<file path="config.mk">
export PLATFORM = sky130hd
export DESIGN_NAME = sha256_message_hasher_core
export DESIGN_NICKNAME = d
export VERILOG_FILES = /design/src/rtl/core/sha256_pkg.sv /design/src/rtl/core/sha256_message_hasher_core.sv /design/src/rtl/core/sha256_dp.sv /design/src/rtl/core/sha256_ctrl.sv
export SDC_FILE = /design/constraint.sdc
export NUM_CORES = 2
export LEC_CHECK = 0
export ABC_AREA = 0
export ABC_CLOCK_PERIOD_IN_PS = 16290
export BUFFER_PORTS_ARGS = -buffer_cell sky130_fd_sc_hd__buf_2
export CAP_MARGIN = 20
export CORE_ASPECT_RATIO = 0.7
export CORE_MARGIN = 10
export CORE_UTILIZATION = 28
export CTS_BUF_LIST = sky130_fd_sc_hd__clkbuf_8
export CTS_CLUSTER_DIAMETER = 60
export DETAILED_ROUTE_END_ITERATION = 7
export PLACE_DENSITY_LB_ADDON = 0.15
export SLEW_MARGIN = 20
export SYNTH_ARGS = -nofsm -noshare
export SYNTH_HDL_FRONTEND = slang
export SYNTH_SLANG_ARGS = --single-unit
</file>
<file path="constraint.sdc">
create_clock -name i_clk -period 16.29 [get_ports i_clk]
set_input_delay 4.0725 -clock i_clk [delete_from_list [all_inputs] [get_ports i_clk]]
set_output_delay 4.0725 -clock i_clk [all_outputs]
set_load 0.01 [all_outputs]
</file>
<file path="src/rtl/core/sha256_pkg.sv">
// Shared types, constants and tables for the SHA-256 message hasher.
// Holds the round constants, the initial hash words and the control types.
// No dependencies.
package sha256_pkg;

    localparam int unsigned WordW  = 32;
    localparam int unsigned LenW   = 61;
    localparam int unsigned PosW   = 4;
    localparam int unsigned RoundW = 6;
    localparam int unsigned IdxW   = 3;
    localparam int unsigned CntW   = 3;

    localparam logic [CntW-1:0]   FullCount = 3'd4;
    localparam logic [WordW-1:0]  PadWord   = 32'h8000_0000;
    localparam logic [PosW-1:0]   PosLen    = 4'd14;
    localparam logic [PosW-1:0]   PosLast   = 4'd15;
    localparam logic [RoundW-1:0] RoundLast = 6'd63;
    localparam logic [IdxW-1:0]   IdxLast   = 3'd7;

    typedef enum logic [2:0] {
        ST_IDLE,
        ST_COMP,
        ST_FIN,
        ST_PAD,
        ST_OUT
    } t_state;

    typedef enum logic [2:0] {
        PH_NONE,
        PH_80,
        PH_ZERO,
        PH_LO,
        PH_DONE
    } t_phase;

    typedef enum logic [2:0] {
        WS_INPUT,
        WS_PAD,
        WS_ZERO,
        WS_LEN_HI,
        WS_LEN_LO
    } t_wsel;

    typedef struct packed {
        logic              push;
        t_wsel             wsel;
        logic              accept;
        logic              start;
        logic              round;
        logic [RoundW-1:0] rnd_idx;
        logic              fin;
        logic              rearm;
        logic [IdxW-1:0]   out_idx;
    } t_dp_cmd;

    typedef struct packed {
        logic pos_len;
        logic pos_last;
    } t_dp_stat;

    function automatic logic [CntW-1:0] eff_count(input logic [CntW-1:0] vb,
                                                  input logic last);
        if (!last || vb > FullCount) begin
            return FullCount;
        end
        return vb;
    endfunction

    function automatic logic [WordW-1:0] init_hash(input logic [IdxW-1:0] idx);
        logic [WordW-1:0] v;
        case (idx)
            3'd0:    v = 32'h6a09e667;
            3'd1:    v = 32'hbb67ae85;
            3'd2:    v = 32'h3c6ef372;
            3'd3:    v = 32'ha54ff53a;
            3'd4:    v = 32'h510e527f;
            3'd5:    v = 32'h9b05688c;
            3'd6:    v = 32'h1f83d9ab;
            default: v = 32'h5be0cd19;
        endcase
        return v;
    endfunction

    function automatic logic [WordW-1:0] round_k(input logic [RoundW-1:0] t);
        logic [WordW-1:0] k;
        case (t)
            6'd0:  k = 32'h428a2f98; 6'd1:  k = 32'h71374491;
            6'd2:  k = 32'hb5c0fbcf; 6'd3:  k = 32'he9b5dba5;
            6'd4:  k = 32'h3956c25b; 6'd5:  k = 32'h59f111f1;
            6'd6:  k = 32'h923f82a4; 6'd7:  k = 32'hab1c5ed5;
            6'd8:  k = 32'hd807aa98; 6'd9:  k = 32'h12835b01;
            6'd10: k = 32'h243185be; 6'd11: k = 32'h550c7dc3;
            6'd12: k = 32'h72be5d74; 6'd13: k = 32'h80deb1fe;
            6'd14: k = 32'h9bdc06a7; 6'd15: k = 32'hc19bf174;
            6'd16: k = 32'he49b69c1; 6'd17: k = 32'hefbe4786;
            6'd18: k = 32'h0fc19dc6; 6'd19: k = 32'h240ca1cc;
            6'd20: k = 32'h2de92c6f; 6'd21: k = 32'h4a7484aa;
            6'd22: k = 32'h5cb0a9dc; 6'd23: k = 32'h76f988da;
            6'd24: k = 32'h983e5152; 6'd25: k = 32'ha831c66d;
            6'd26: k = 32'hb00327c8; 6'd27: k = 32'hbf597fc7;
            6'd28: k = 32'hc6e00bf3; 6'd29: k = 32'hd5a79147;
            6'd30: k = 32'h06ca6351; 6'd31: k = 32'h14292967;
            6'd32: k = 32'h27b70a85; 6'd33: k = 32'h2e1b2138;
            6'd34: k = 32'h4d2c6dfc; 6'd35: k = 32'h53380d13;
            6'd36: k = 32'h650a7354; 6'd37: k = 32'h766a0abb;
            6'd38: k = 32'h81c2c92e; 6'd39: k = 32'h92722c85;
            6'd40: k = 32'ha2bfe8a1; 6'd41: k = 32'ha81a664b;
            6'd42: k = 32'hc24b8b70; 6'd43: k = 32'hc76c51a3;
            6'd44: k = 32'hd192e819; 6'd45: k = 32'hd6990624;
            6'd46: k = 32'hf40e3585; 6'd47: k = 32'h106aa070;
            6'd48: k = 32'h19a4c116; 6'd49: k = 32'h1e376c08;
            6'd50: k = 32'h2748774c; 6'd51: k = 32'h34b0bcb5;
            6'd52: k = 32'h391c0cb3; 6'd53: k = 32'h4ed8aa4a;
            6'd54: k = 32'h5b9cca4f; 6'd55: k = 32'h682e6ff3;
            6'd56: k = 32'h748f82ee; 6'd57: k = 32'h78a5636f;
            6'd58: k = 32'h84c87814; 6'd59: k = 32'h8cc70208;
            6'd60: k = 32'h90befffa; 6'd61: k = 32'ha4506ceb;
            6'd62: k = 32'hbef9a3f7;
            default: k = 32'hc67178f2;
        endcase
        return k;
    endfunction

endpackage

</file>
<file path="src/rtl/core/sha256_message_hasher_core.sv">
// Top level of the SHA-256 message hasher.
// Connects sha256_ctrl and sha256_dp. Depends on sha256_pkg.
//
// The input channel takes one big-endian message word per item with a
// count of valid leading bytes and a last flag; a word that is not last
// always counts as four bytes. The output channel gives the eight digest
// words of a message, most significant first, with o_digest_done on the
// eighth item.
// The input takes one word per cycle while o_ready is high. The word
// that fills a 16-word block is followed by 64 rounds on the single round
// unit and an update of the chaining value. After the last word the
// padding words go in at one per cycle, held during one or two more
// compressions, and the first digest item is presented after the final
// update of the chaining value. No input item is accepted during
// compression, padding or digest readout.
// A stalled receiver holds the current digest item until it is taken; the
// block then re-arms to the initial hash value for the next message.
// Reset returns the block to idle with the initial hash value and an empty
// message; no clearing pass is needed.
module sha256_message_hasher_core
    import sha256_pkg::*;
(
    input  logic             i_clk,
    input  logic             i_rst_n,
    input  logic             i_valid,
    output logic             o_ready,
    input  logic [WordW-1:0] i_message_word,
    input  logic [CntW-1:0]  i_valid_bytes,
    input  logic             i_last_word,
    output logic             o_valid,
    input  logic             i_ready,
    output logic [WordW-1:0] o_digest_word,
    output logic [IdxW-1:0]  o_word_index,
    output logic             o_digest_done
);

    t_dp_cmd  cmd;
    t_dp_stat stat;

    sha256_ctrl u_ctrl (
        .i_clk         (i_clk),
        .i_rst_n       (i_rst_n),
        .i_valid       (i_valid),
        .o_ready       (o_ready),
        .i_valid_bytes (i_valid_bytes),
        .i_last_word   (i_last_word),
        .o_valid       (o_valid),
        .i_ready       (i_ready),
        .o_word_index  (o_word_index),
        .o_digest_done (o_digest_done),
        .i_stat        (stat),
        .o_cmd         (cmd)
    );

    sha256_dp u_dp (
        .i_clk          (i_clk),
        .i_rst_n        (i_rst_n),
        .i_cmd          (cmd),
        .i_message_word (i_message_word),
        .i_valid_bytes  (i_valid_bytes),
        .i_last_word    (i_last_word),
        .o_stat         (stat),
        .o_digest_word  (o_digest_word)
    );

endmodule

</file>
<file path="src/rtl/core/sha256_dp.sv">
// Datapath of the SHA-256 message hasher: block window, round logic,
// chaining value and message length. Driven by sha256_ctrl commands.
// Depends on sha256_pkg.
module sha256_dp
    import sha256_pkg::*;
(
    input  logic             i_clk,
    input  logic             i_rst_n,
    input  t_dp_cmd          i_cmd,
    input  logic [WordW-1:0] i_message_word,
    input  logic [CntW-1:0]  i_valid_bytes,
    input  logic             i_last_word,
    output t_dp_stat         o_stat,
    output logic [WordW-1:0] o_digest_word
);

    function automatic logic [WordW-1:0] big_s0(input logic [WordW-1:0] x);
        return {x[1:0], x[31:2]} ^ {x[12:0], x[31:13]} ^ {x[21:0], x[31:22]};
    endfunction

    function automatic logic [WordW-1:0] big_s1(input logic [WordW-1:0] x);
        return {x[5:0], x[31:6]} ^ {x[10:0], x[31:11]} ^ {x[24:0], x[31:25]};
    endfunction

    function automatic logic [WordW-1:0] sml_s0(input logic [WordW-1:0] x);
        return {x[6:0], x[31:7]} ^ {x[17:0], x[31:18]} ^ (x >> 3);
    endfunction

    function automatic logic [WordW-1:0] sml_s1(input logic [WordW-1:0] x);
        return {x[16:0], x[31:17]} ^ {x[18:0], x[31:19]} ^ (x >> 10);
    endfunction

    logic [WordW-1:0] r_h [8];
    logic [WordW-1:0] r_v [8];
    logic [WordW-1:0] r_w [16];
    logic [PosW-1:0]  r_pos;
    logic [LenW-1:0]  r_bytes;

    logic [CntW-1:0]  cnt;
    logic [WordW-1:0] in_word;
    logic [WordW-1:0] push_word;
    logic [WordW-1:0] t1;
    logic [WordW-1:0] t2;
    logic [WordW-1:0] ch;
    logic [WordW-1:0] maj;
    logic [WordW-1:0] w_next;

    assign cnt = eff_count(i_valid_bytes, i_last_word);

    always_comb begin
        case (cnt)
            3'd0:    in_word = PadWord;
            3'd1:    in_word = {i_message_word[31:24], 24'h80_0000};
            3'd2:    in_word = {i_message_word[31:16], 16'h8000};
            3'd3:    in_word = {i_message_word[31:8], 8'h80};
            default: in_word = i_message_word;
        endcase
    end

    always_comb begin
        unique case (i_cmd.wsel)
            WS_INPUT:  push_word = in_word;
            WS_PAD:    push_word = PadWord;
            WS_LEN_HI: push_word = r_bytes[60:29];
            WS_LEN_LO: push_word = {r_bytes[28:0], 3'b000};
            default:   push_word = '0;
        endcase
    end

    assign ch     = (r_v[4] & r_v[5]) ^ (~r_v[4] & r_v[6]);
    assign maj    = (r_v[0] & r_v[1]) ^ (r_v[0] & r_v[2]) ^ (r_v[1] & r_v[2]);
    assign t1     = r_v[7] + big_s1(r_v[4]) + ch + round_k(i_cmd.rnd_idx) + r_w[0];
    assign t2     = big_s0(r_v[0]) + maj;
    assign w_next = sml_s1(r_w[14]) + r_w[9] + sml_s0(r_w[1]) + r_w[0];

    always_ff @(posedge i_clk) begin
        if (!i_rst_n) begin
            for (int i = 0; i < 8; i++) begin
                r_h[i] <= init_hash(IdxW'(i));
                r_v[i] <= '0;
            end
            r_pos   <= '0;
            r_bytes <= '0;
        end else begin
            if (i_cmd.accept) begin
                r_bytes <= r_bytes + LenW'(cnt);
            end
            if (i_cmd.push) begin
                r_pos <= r_pos + 1'b1;
            end
            if (i_cmd.start) begin
                for (int i = 0; i < 8; i++) begin
                    r_v[i] <= r_h[i];
                end
            end else if (i_cmd.round) begin
                r_v[0] <= t1 + t2;
                r_v[1] <= r_v[0];
                r_v[2] <= r_v[1];
                r_v[3] <= r_v[2];
                r_v[4] <= r_v[3] + t1;
                r_v[5] <= r_v[4];
                r_v[6] <= r_v[5];
                r_v[7] <= r_v[6];
            end
            if (i_cmd.fin) begin
                for (int i = 0; i < 8; i++) begin
                    r_h[i] <= r_h[i] + r_v[i];
                end
            end else if (i_cmd.rearm) begin
                for (int i = 0; i < 8; i++) begin
                    r_h[i] <= init_hash(IdxW'(i));
                end
                r_bytes <= '0;
            end
        end
    end

    // The window holds W[t] to W[t+15] during the rounds.
    always_ff @(posedge i_clk) begin
        if (i_cmd.push) begin
            r_w[r_pos] <= push_word;
        end else if (i_cmd.round) begin
            for (int i = 0; i < 15; i++) begin
                r_w[i] <= r_w[i+1];
            end
            r_w[15] <= w_next;
        end
    end

    assign o_stat.pos_len  = (r_pos == PosLen);
    assign o_stat.pos_last = (r_pos == PosLast);
    assign o_digest_word   = r_h[i_cmd.out_idx];

endmodule

</file>
<file path="src/rtl/core/sha256_ctrl.sv">
// Controller of the SHA-256 message hasher: input acceptance, padding
// sequence, round counting and digest readout. Depends on sha256_pkg.
module sha256_ctrl
    import sha256_pkg::*;
(
    input  logic            i_clk,
    input  logic            i_rst_n,
    input  logic            i_valid,
    output logic            o_ready,
    input  logic [CntW-1:0] i_valid_bytes,
    input  logic            i_last_word,
    output logic            o_valid,
    input  logic            i_ready,
    output logic [IdxW-1:0] o_word_index,
    output logic            o_digest_done,
    input  t_dp_stat        i_stat,
    output t_dp_cmd         o_cmd
);

    t_state            r_state, n_state;
    t_phase            r_phase, n_phase;
    logic [RoundW-1:0] r_round, n_round;
    logic [IdxW-1:0]   r_idx, n_idx;

    always_ff @(posedge i_clk) begin
        if (!i_rst_n) begin
            r_state <= ST_IDLE;
            r_phase <= PH_NONE;
            r_round <= '0;
            r_idx   <= '0;
        end else begin
            r_state <= n_state;
            r_phase <= n_phase;
            r_round <= n_round;
            r_idx   <= n_idx;
        end
    end

    always_comb begin
        n_state       = r_state;
        n_phase       = r_phase;
        n_round       = r_round;
        n_idx         = r_idx;
        o_cmd         = '0;
        o_cmd.wsel    = WS_ZERO;
        o_cmd.rnd_idx = r_round;
        o_cmd.out_idx = r_idx;
        unique case (r_state)
            ST_IDLE: begin
                if (i_valid) begin
                    o_cmd.push   = 1'b1;
                    o_cmd.wsel   = WS_INPUT;
                    o_cmd.accept = 1'b1;
                    if (i_last_word) begin
                        n_phase = (eff_count(i_valid_bytes, i_last_word) == FullCount)
                                  ? PH_80 : PH_ZERO;
                        n_state = ST_PAD;
                    end
                end
            end
            ST_PAD: begin
                o_cmd.push = 1'b1;
                unique case (r_phase)
                    PH_80: begin
                        o_cmd.wsel = WS_PAD;
                        n_phase    = PH_ZERO;
                    end
                    PH_ZERO: begin
                        if (i_stat.pos_len) begin
                            o_cmd.wsel = WS_LEN_HI;
                            n_phase    = PH_LO;
                        end else begin
                            o_cmd.wsel = WS_ZERO;
                        end
                    end
                    PH_LO: begin
                        o_cmd.wsel = WS_LEN_LO;
                        n_phase    = PH_DONE;
                    end
                    default: begin
                        o_cmd.push = 1'b0;
                        n_state    = ST_IDLE;
                    end
                endcase
            end
            ST_COMP: begin
                o_cmd.round = 1'b1;
                n_round     = r_round + 1'b1;
                if (r_round == RoundLast) begin
                    n_state = ST_FIN;
                end
            end
            ST_FIN: begin
                o_cmd.fin = 1'b1;
                if (r_phase == PH_DONE) begin
                    n_state = ST_OUT;
                    n_idx   = '0;
                end else if (r_phase == PH_NONE) begin
                    n_state = ST_IDLE;
                end else begin
                    n_state = ST_PAD;
                end
            end
            ST_OUT: begin
                if (i_ready) begin
                    n_idx = r_idx + 1'b1;
                    if (r_idx == IdxLast) begin
                        o_cmd.rearm = 1'b1;
                        n_phase     = PH_NONE;
                        n_state     = ST_IDLE;
                    end
                end
            end
            default: begin
                n_state = ST_IDLE;
            end
        endcase
        // A word written into the final slot completes a block.
        if (o_cmd.push && i_stat.pos_last) begin
            o_cmd.start = 1'b1;
            n_round     = '0;
            n_state     = ST_COMP;
        end
    end

    assign o_ready       = (r_state == ST_IDLE);
    assign o_valid       = (r_state == ST_OUT);
    assign o_word_index  = r_idx;
    assign o_digest_done = (r_idx == IdxLast);

`ifndef SYNTHESIS
    a_comp_to_fin: assert property (@(posedge i_clk) disable iff (!i_rst_n)
        (r_state == ST_COMP && r_round == RoundLast) |=> (r_state == ST_FIN))
        else $error("Compression did not finish after the last round.");

    a_full_starts: assert property (@(posedge i_clk) disable iff (!i_rst_n)
        (o_cmd.push && i_stat.pos_last) |=> (r_state == ST_COMP && r_round == '0))
        else $error("A full block did not start compression.");

    a_len_lo_last: assert property (@(posedge i_clk) disable iff (!i_rst_n)
        (r_state == ST_PAD && r_phase == PH_LO) |-> i_stat.pos_last)
        else $error("Low length word is not in the final slot.");

    a_out_phase: assert property (@(posedge i_clk) disable iff (!i_rst_n)
        (r_state == ST_OUT) |-> (r_phase == PH_DONE))
        else $error("Digest readout without a completed padding sequence.");

    a_readout_end: assert property (@(posedge i_clk) disable iff (!i_rst_n)
        (o_valid && i_ready && o_digest_done) |=> (o_ready && r_phase == PH_NONE))
        else $error("Block did not re-arm after the last digest item.");
`endif

endmodule
</file>
==> flow_summary.ini <==
[place]
dp_hpwl_um = 209700
gp_routability_congestion = 0.8956
port_buffers = 77

[synthesis]
synth-seq-area-share_pct = 43.32
synth.cell_area_sq_um = 73340
cell_type_contributing_the_most_total_cell_area_after_synthesis = sky130_fd_sc_hd__edfxtp_1
postSynthAreaPerCell_sq_um = 10.59
post_synth_num_cell_types = 95
number_of_synthesized_register_bits = 1139
ys_top_cells_by_area = sky130_fd_sc_hd__edfxtp_1 37%, sky130_fd_sc_hd__a21o_1 6.9%, sky130_fd_sc_hd__ha_1 6.8%
synth_warnings = 0
synth-main-ff-cell = sky130_fd_sc_hd__edfxtp_1
synth_edf_count = 896
synth-async-reset-ratio_pct = 0
synth_fp_nets = 7560
post_syn_instances = 6926
synth_top_cell_area_share_pct = 36.69

[clock_tree]
clk_transition_reported_paths_ns = 0.06
cts-buffers-inserted = 214
clock_latency_ns = 1.03
cts_setup_buffers = 0
max-clock-path-buffers = 4
cts_resized = 0
cts-hold-fix-buffers = 0
tritoncts_clock_tree = done
root_buffer = sky130_fd_sc_hd__clkbuf_8
clock_sink_count = 1139
cts.htree.levels = 4

[sta]
fmaxAchievable_mhz = 105.6
drv_slew = 0
setup_tns_final_ns = 0
final_min_period_over_clock_period_pct = 58.14
fin_skew_ns = 0.1380
relSlewSlack_pct = 13.22
hold_viol = 0
grt_setup_unrepaired = no
setup_viol = 0
tightest_slew_ns = 1.288
final.min_clock_period_ns = 9.471

[cells_and_area]
final_common_cell = sky130_fd_sc_hd__edfxtp_1
layout.nets = 7574
final_layout_size_suffix_gt1_share_pct = 9.278
utilization_pct = 31.35
synthToLayoutAreaGrowth_pct = 11.59
most-common-layout-cells = 896 x sky130_fd_sc_hd__edfxtp_1, 674 x sky130_fd_sc_hd__a21o_1, 576 x sky130_fd_sc_hd__nand2_1

[floorplan]
total_die_area_sq_um = 283100
start_util_pct = 28.09
top_level_ports = 78
design.core.area_sq_um = 261100
fp-row-count = 157
die_width_um = 631.7
fp.dieH_um = 448.2

[routing]
wl_per_cell_um = 27.07
via_count = 56950
drt.antenna.violating_nets = 0
drc = 0
detail_route.vias_per_cell = 5.367
firstDrtPassIters = 6
drtIter0Drc = 6157
wirelength_um = 287200

[grt]
grt_max_degree = 184
grt_pass1_vias = 53850
global_route.usage.total_pct = 19.53
global_route.overflow_total = 0
antenna_found_initial = 7
wire_length_of_the_first_global_routing_pass_um = 407900

[status]
status = finished, final reports clean

[setup_path]
critical_path.endpoint_type = register
worstSetupPathType = register to register
crit_family = compound AO/OA/AOI/OAI gates
critPathMostFrequentCell = sky130_fd_sc_hd__fa_1
critical_path_slowest_stage_cell = sky130_fd_sc_hd__a211oi_1
worstPathArrival_ns = 10.12
cp_max_fo = 6
max_stage_delay_ns = 0.84
worst-endpoint-required_ns = 16.94
critical_path.n_buffers_inverters = 4
worst_setup_path_start_kind = register

[worst_hold_path]
min_path_type = register to register

[run]
maxCapViolations = 0
-- flip-flops by register name, indices dropped and copies added (netlist names), named ones only --
name	cells
u_ctrl.o_word_index	3
u_ctrl.r_phase	3
u_ctrl.r_round	6
u_ctrl.r_state	3
u_dp.r_bytes	61
u_dp.r_h	256
u_dp.r_pos	4
u_dp.r_v	256
u_dp.r_w	512
-- layout make-up --
cell class | instances | area (sq um)
Clock buffer | 233 | 3207
Sequential cell | 1139 | 31780
Multi-Input combinational cell | 5111 | 39310
Tap cell | 3498 | 4377
Inverter | 288 | 1084
Antenna cell | 9 | 22.52
Timing Repair Buffer | 186 | 1285
Clock inverter | 146 | 782.0
Fill cell | 26880 | 179200
-- final timing paths --
check	end	startpoint	depth (start not counted)	slack [ns]
worst max-delay path	u_dp.r_v[0][31]	u_dp.r_v[0][154]	30	6.82
worst min register to register	u_dp.r_w[11][29]	u_dp.r_w[12][29]	1	0.44
worst min-delay path	u_dp.r_w[11][29]	u_dp.r_w[12][29]	1	0.44
worst max register to register	u_dp.r_v[0][31]	u_dp.r_v[0][154]	30	6.82
-- per-stage QoR --
| stage | area, sq um | hold WS, ns | cells | setup WS (ns) |
|---|---|---|---|---|
| floorplan | 73340 | 0.4464 | 6926 | 7.718 |
| global placement | 77750 | 0.4641 | 10220 | 7.065 |
| detailed placement | 77750 | 0.4748 | 10220 | 7.115 |
| CTS | 81740 | 0.4211 | 10600 | 7.048 |
| global route | 81840 | 0.4430 | 10610 | 6.390 |
| finish | 81840 | 0.4413 | 10610 | 6.819 |
-- cells in the mapped netlist, drive strengths merged (32+ instances only) --
| library cell | n |
|---|---|
| edfxtp | 896 |
| a21o | 674 |
| nand2 | 584 |
| a21oi | 418 |
| xnor2 | 408 |
| o21ai | 405 |
| ha | 398 |
| nor2 | 353 |
| clkbuf | 304 |
| inv | 286 |
| dfxtp | 243 |
| a22o | 204 |
| fa | 196 |
| xor2 | 166 |
| nand3 | 116 |
| nor3 | 101 |
| buf | 84 |
| o211ai | 66 |
| mux4 | 65 |
| a211oi | 63 |
| and3 | 63 |
| o21a | 57 |
| a31oi | 54 |
| mux2 | 54 |
| or3 | 54 |
| nand2b | 49 |
| nor2b | 44 |
| o21bai | 39 |
| a22oi | 34 |
| mux2i | 32 |
-- cell families (layout without fill, tap and decap cells) --
family / after synthesis / count (layout) / synth area share (%)
AOI/OAI and AO/OA: 2249 / 2249 / 20.82
adders and majority gates: 615 / 615 / 12.43
and+or+nand+nor: 1521 / 1521 / 9.735
muxes: 151 / 151 / 3.262
buffers and inverters: 676 / 853 / 3.554
DFF: 1139 / 1139 / 43.32
xor gates and xnor gates: 575 / 575 / 6.886
other: 0 / 9 / 0
-- per-layer routing --
metal | routed length, um | share of wire, % | up-vias | GRT usage (%)
met1 | 148400 | 52 | 28890 | 31.39
met5 | 30 | 0.010 | - | 0
met4 | 6201 | 2.2 | 4 | 4.146
met3 | 22730 | 7.9 | 338 | 4.169
met2 | 109900 | 38 | 2068 | 26.04
li1 | - | - | 25650 | -
Power is not shown: default switching activity piles up to over one toggle a cycle in this logic, so the estimate is an artifact.
